<file path="config.mk">
export PLATFORM = sky130hd
export DESIGN_NAME = tecc_cmp
export DESIGN_NICKNAME = d
export VERILOG_FILES = /design/src/tecc_pkg.sv /design/src/tecc_cmp.sv
export SDC_FILE = /design/constraint.sdc
export NUM_CORES = 1
export LEC_CHECK = 0
export ABC_AREA = 1
export BUFFER_PORTS_ARGS = -buffer_cell sky130_fd_sc_hd__buf_2
export CAP_MARGIN = 40
export CORE_UTILIZATION = 47
export DETAILED_ROUTE_END_ITERATION = 10
export PLACE_DENSITY_LB_ADDON = 0.12
export SLEW_MARGIN = 15
export SYNTH_ARGS = -nofsm -noshare
export SYNTH_HDL_FRONTEND = slang
export SYNTH_SLANG_ARGS = --single-unit
export TNS_END_PERCENT = 5
</file>
<file path="constraint.sdc">
create_clock -name vclk -period 2
set_input_delay 0 -clock vclk [all_inputs]
set_output_delay 0 -clock vclk [all_outputs]
set_load 0.005 [all_outputs]
</file>
<file path="src/tecc_pkg.sv">
// Shared codes, field widths and types for the labeler of components left once all bridges are cut.
package tecc_pkg;

  localparam int FW = 15;
  localparam int TW = 15;
  localparam int OPW = 2;
  localparam int STW = 2;
  localparam int IN_DW = 48;
  localparam int OUT_DW = 32;

  localparam logic [OPW-1:0] OP_ADD = 2'd0;
  localparam logic [OPW-1:0] OP_RUN = 2'd1;
  localparam logic [OPW-1:0] OP_READ = 2'd2;

  localparam logic [STW-1:0] ST_OK = 2'd0;
  localparam logic [STW-1:0] ST_FULL = 2'd1;
  localparam logic [STW-1:0] ST_RANGE = 2'd2;
  localparam logic [STW-1:0] ST_NOT_RUN = 2'd3;

  typedef struct packed {
    logic          lt;
    logic [TW-1:0] mn;
  } cmp_res_t;

endpackage

</file>
<file path="src/tecc_cmp.sv">
// Shared compare and minimum unit used by the walk and count steps.
module tecc_cmp (
  input  logic [tecc_pkg::TW-1:0] x,
  input  logic [tecc_pkg::TW-1:0] y,
  output tecc_pkg::cmp_res_t      res
);

  always_comb begin
    res.lt = (x < y);
    res.mn = (x < y) ? x : y;
  end

endmodule

</file>
==> key figures <==
Layout
  • Nets: 210
  • Design Area, Final: just under 900 um^2
  • Clock buffers: 0
  • FF/Latch Area: 0 um^2
  • Number of flip-flops and latches: 0
  • Final Util: between 70 and 80%
  • # diodes: 0
  • Syn-to-layout area delta: 34.9%
  • Finished Layout Cells: 178
  • Fillers: 113
  • Share of cells above drive strength 1: 32.3%

Die
  • Die X: 39.0 um
  • I/O pins: 46
  • Die Ht: 39.0 um
  • Die Area: 1520 um^2
  • Total core area: 1190 um^2
  • Initial Utilization: 54.1%
  • Row cnt: 12

Hold path
  • Hold path start: y[8]
  • Hold crit path type: in2out

Routing
  • Met2 WL: roughly 760 um
  • Post-DRT Antenna Nets: 0
  • DRT iter0 DRCs: 9
  • Met3 Wirelength: 96 um
  • Via density per instance: around 4.7
  • TritonRoute pass-1 iters: 4
  • Wire per inst: roughly 8.6 um
  • Met1 Routed Length: 673 um
  • Via count: 845
  • Highest routed layer: met3
  • DRC: 0
  • Final WL: between 1.5 and 2 mm

Global routing
  • Initial antenna violation count: 0
  • GR Overflow Total: 0
  • Total Routing Usage GR: a little over a fifth
  • Number of global-route vias before repair: 620
  • First-pass GRT wire length: between 2 and 2.5 mm
  • Largest net degree at the start of global routing: 17

Synthesis
  • Syn Inst Count: around 120
  • Yosys warns: 0
  • Mapped Area: 642 um^2
  • Synth Net Count: 165
  • Netlist cell types: 13
  • Post-synthesis sequential area ratio: 0%
  • Mean post-synth cell area: 5.30 um^2

Timing
  • Fin Setup TNS: 0 ns
  • Fin. max-slew vios: 0
  • Final worst slack: 0.431 ns
  • Worst slew margin: 72.8%
  • Hold WS: 0.267 ns
  • Setup Viol. Count Final: 0
  • F_max: 0.637 GHz
  • Final Hold Viols: 0
  • Fin crit period: 1.57 ns
  • RSZ-0062 raised after global routing: no
  • Period utilization: 78.5%
  • Worst-Margin Slew: 0.407 ns

CTS
  • Cts repair resizes: 0
  • # hold bufs at CTS: 0
  • Postcts setup bufs: 0

Worst setup path
  • Worst setup path category: in2out
  • Worst Path Required: around 2 ns
  • CP endpoint kind: output pin
  • Crit-path max FO: 16
  • Data arrival, critical path: 1.57 ns
  • Setup crit start kind: primary input
  • Crit path from: y[14]

Placement
  • Port bufs: 46
  • Placement Cell Area: approximately 870 um^2
  • Dpl ws: between 0.4 and 0.5 ns
  • Gpl congestion: 0.662
  • Final HPWL DP: 1.24 mm
  • Placed Cells: between 150 and 200

Pwr
  • Combinational share of power: 100.0%
  • LEAKAGE: 0.630 nW
  • Switching power total: 121 uW
  • Int Pwr: 103 uW
  • Clk pwr share: 0%
  • Seq pwr share: 0%
  • Post-layout power: 225 uW
  • Max IR drop VDD: between 150 and 200 uV
  • P per Cell Area: 259 nW/um^2
  • Sw Ratio: 54.0%

Status
  • Status: completed

Job
  • Max-cap violations: 0
worst paths after layout:
kind,to,slack [ns],cells past startpoint
max,res[0],0.43,12
min,res[8],0.27,4
metal layers:
layer | global-route usage, % | vias to the layer above
met4 | 0 | 0
li1 | - | 461
met1 | 27.7 | 348
met5 | 0 | -
met3 | 0.578 | 0
met2 | 40.4 | 36
layout make-up:
class / instances / area, um^2 / area share (%)
Timing Repair Buffer: 46 / 230 / 26.6
Multi-Input combinational cell: 94 / 528 / 61.0
Inverter: 24 / 90.1 / 10.4
Tap cell: 14 / 17.5 / 2.02
logic make-up after synthesis:
family | after synthesis | share of synthesized area, %
AND/OR/NAND/NOR | 76 | 51.9
buffers and inverters | 27 | 17.7
adder cells (fa/ha/maj) | 14 | 27.3
AO/OA/AOI/OAI | 4 | 3.12
cell usage after synthesis:
| master | instances | area share [%] |
|---|---|---|
| a21oi_1 | 4 | 3.1 |
| buf_2 | 1 | 0.78 |
| buf_4 | 1 | 1.2 |
| buf_6 | 1 | 1.8 |
| ha_1 | 14 | 27 |
| inv_1 | 24 | 14 |
| nand2_1 | 52 | 30 |
| nand2_2 | 2 | 1.9 |
| nand2_4 | 1 | 1.8 |
| nand3_1 | 16 | 12 |
| nor2_1 | 1 | 0.58 |
| nor2_2 | 3 | 2.9 |
| nor2_4 | 1 | 1.8 |
power groups by stage:
stage,Combinational (mW),Sequential [mW],Clock (mW)
CTS,0.227,0,0
global placement,0.219,0,0
detailed placement,0.225,0,0
floorplan,0.139,0,0
finish,0.225,0,0
global route,0.261,0,0
worst max-delay path, cell delays in order:
cell and delay, ns:
buf_2 0.09, inv_1 0.04, ha_1 0.30, nand2_1 0.10, inv_1 0.04, nand2_1 0.06, nand3_1 0.11, nor2_4 0.35
nand2_4 0.20, nand2_1 0.10, nand2_1 0.05, buf_2 0.12
cells in the final DEF, fill, tap and decap left out:
| cell | n |
|---|---|
| nand2_1 | 52 |
| nand2_4 | 1 |
| nor2_1 | 1 |
| buf_2 | 46 |
| nor2_4 | 1 |
| nand2_2 | 2 |
| nor2_2 | 3 |
| nand3_1 | 16 |
| ha_1 | 14 |
| inv_1 | 24 |
| a21oi_1 | 4 |
No activity file was read; power rests on OpenSTA's default activity.
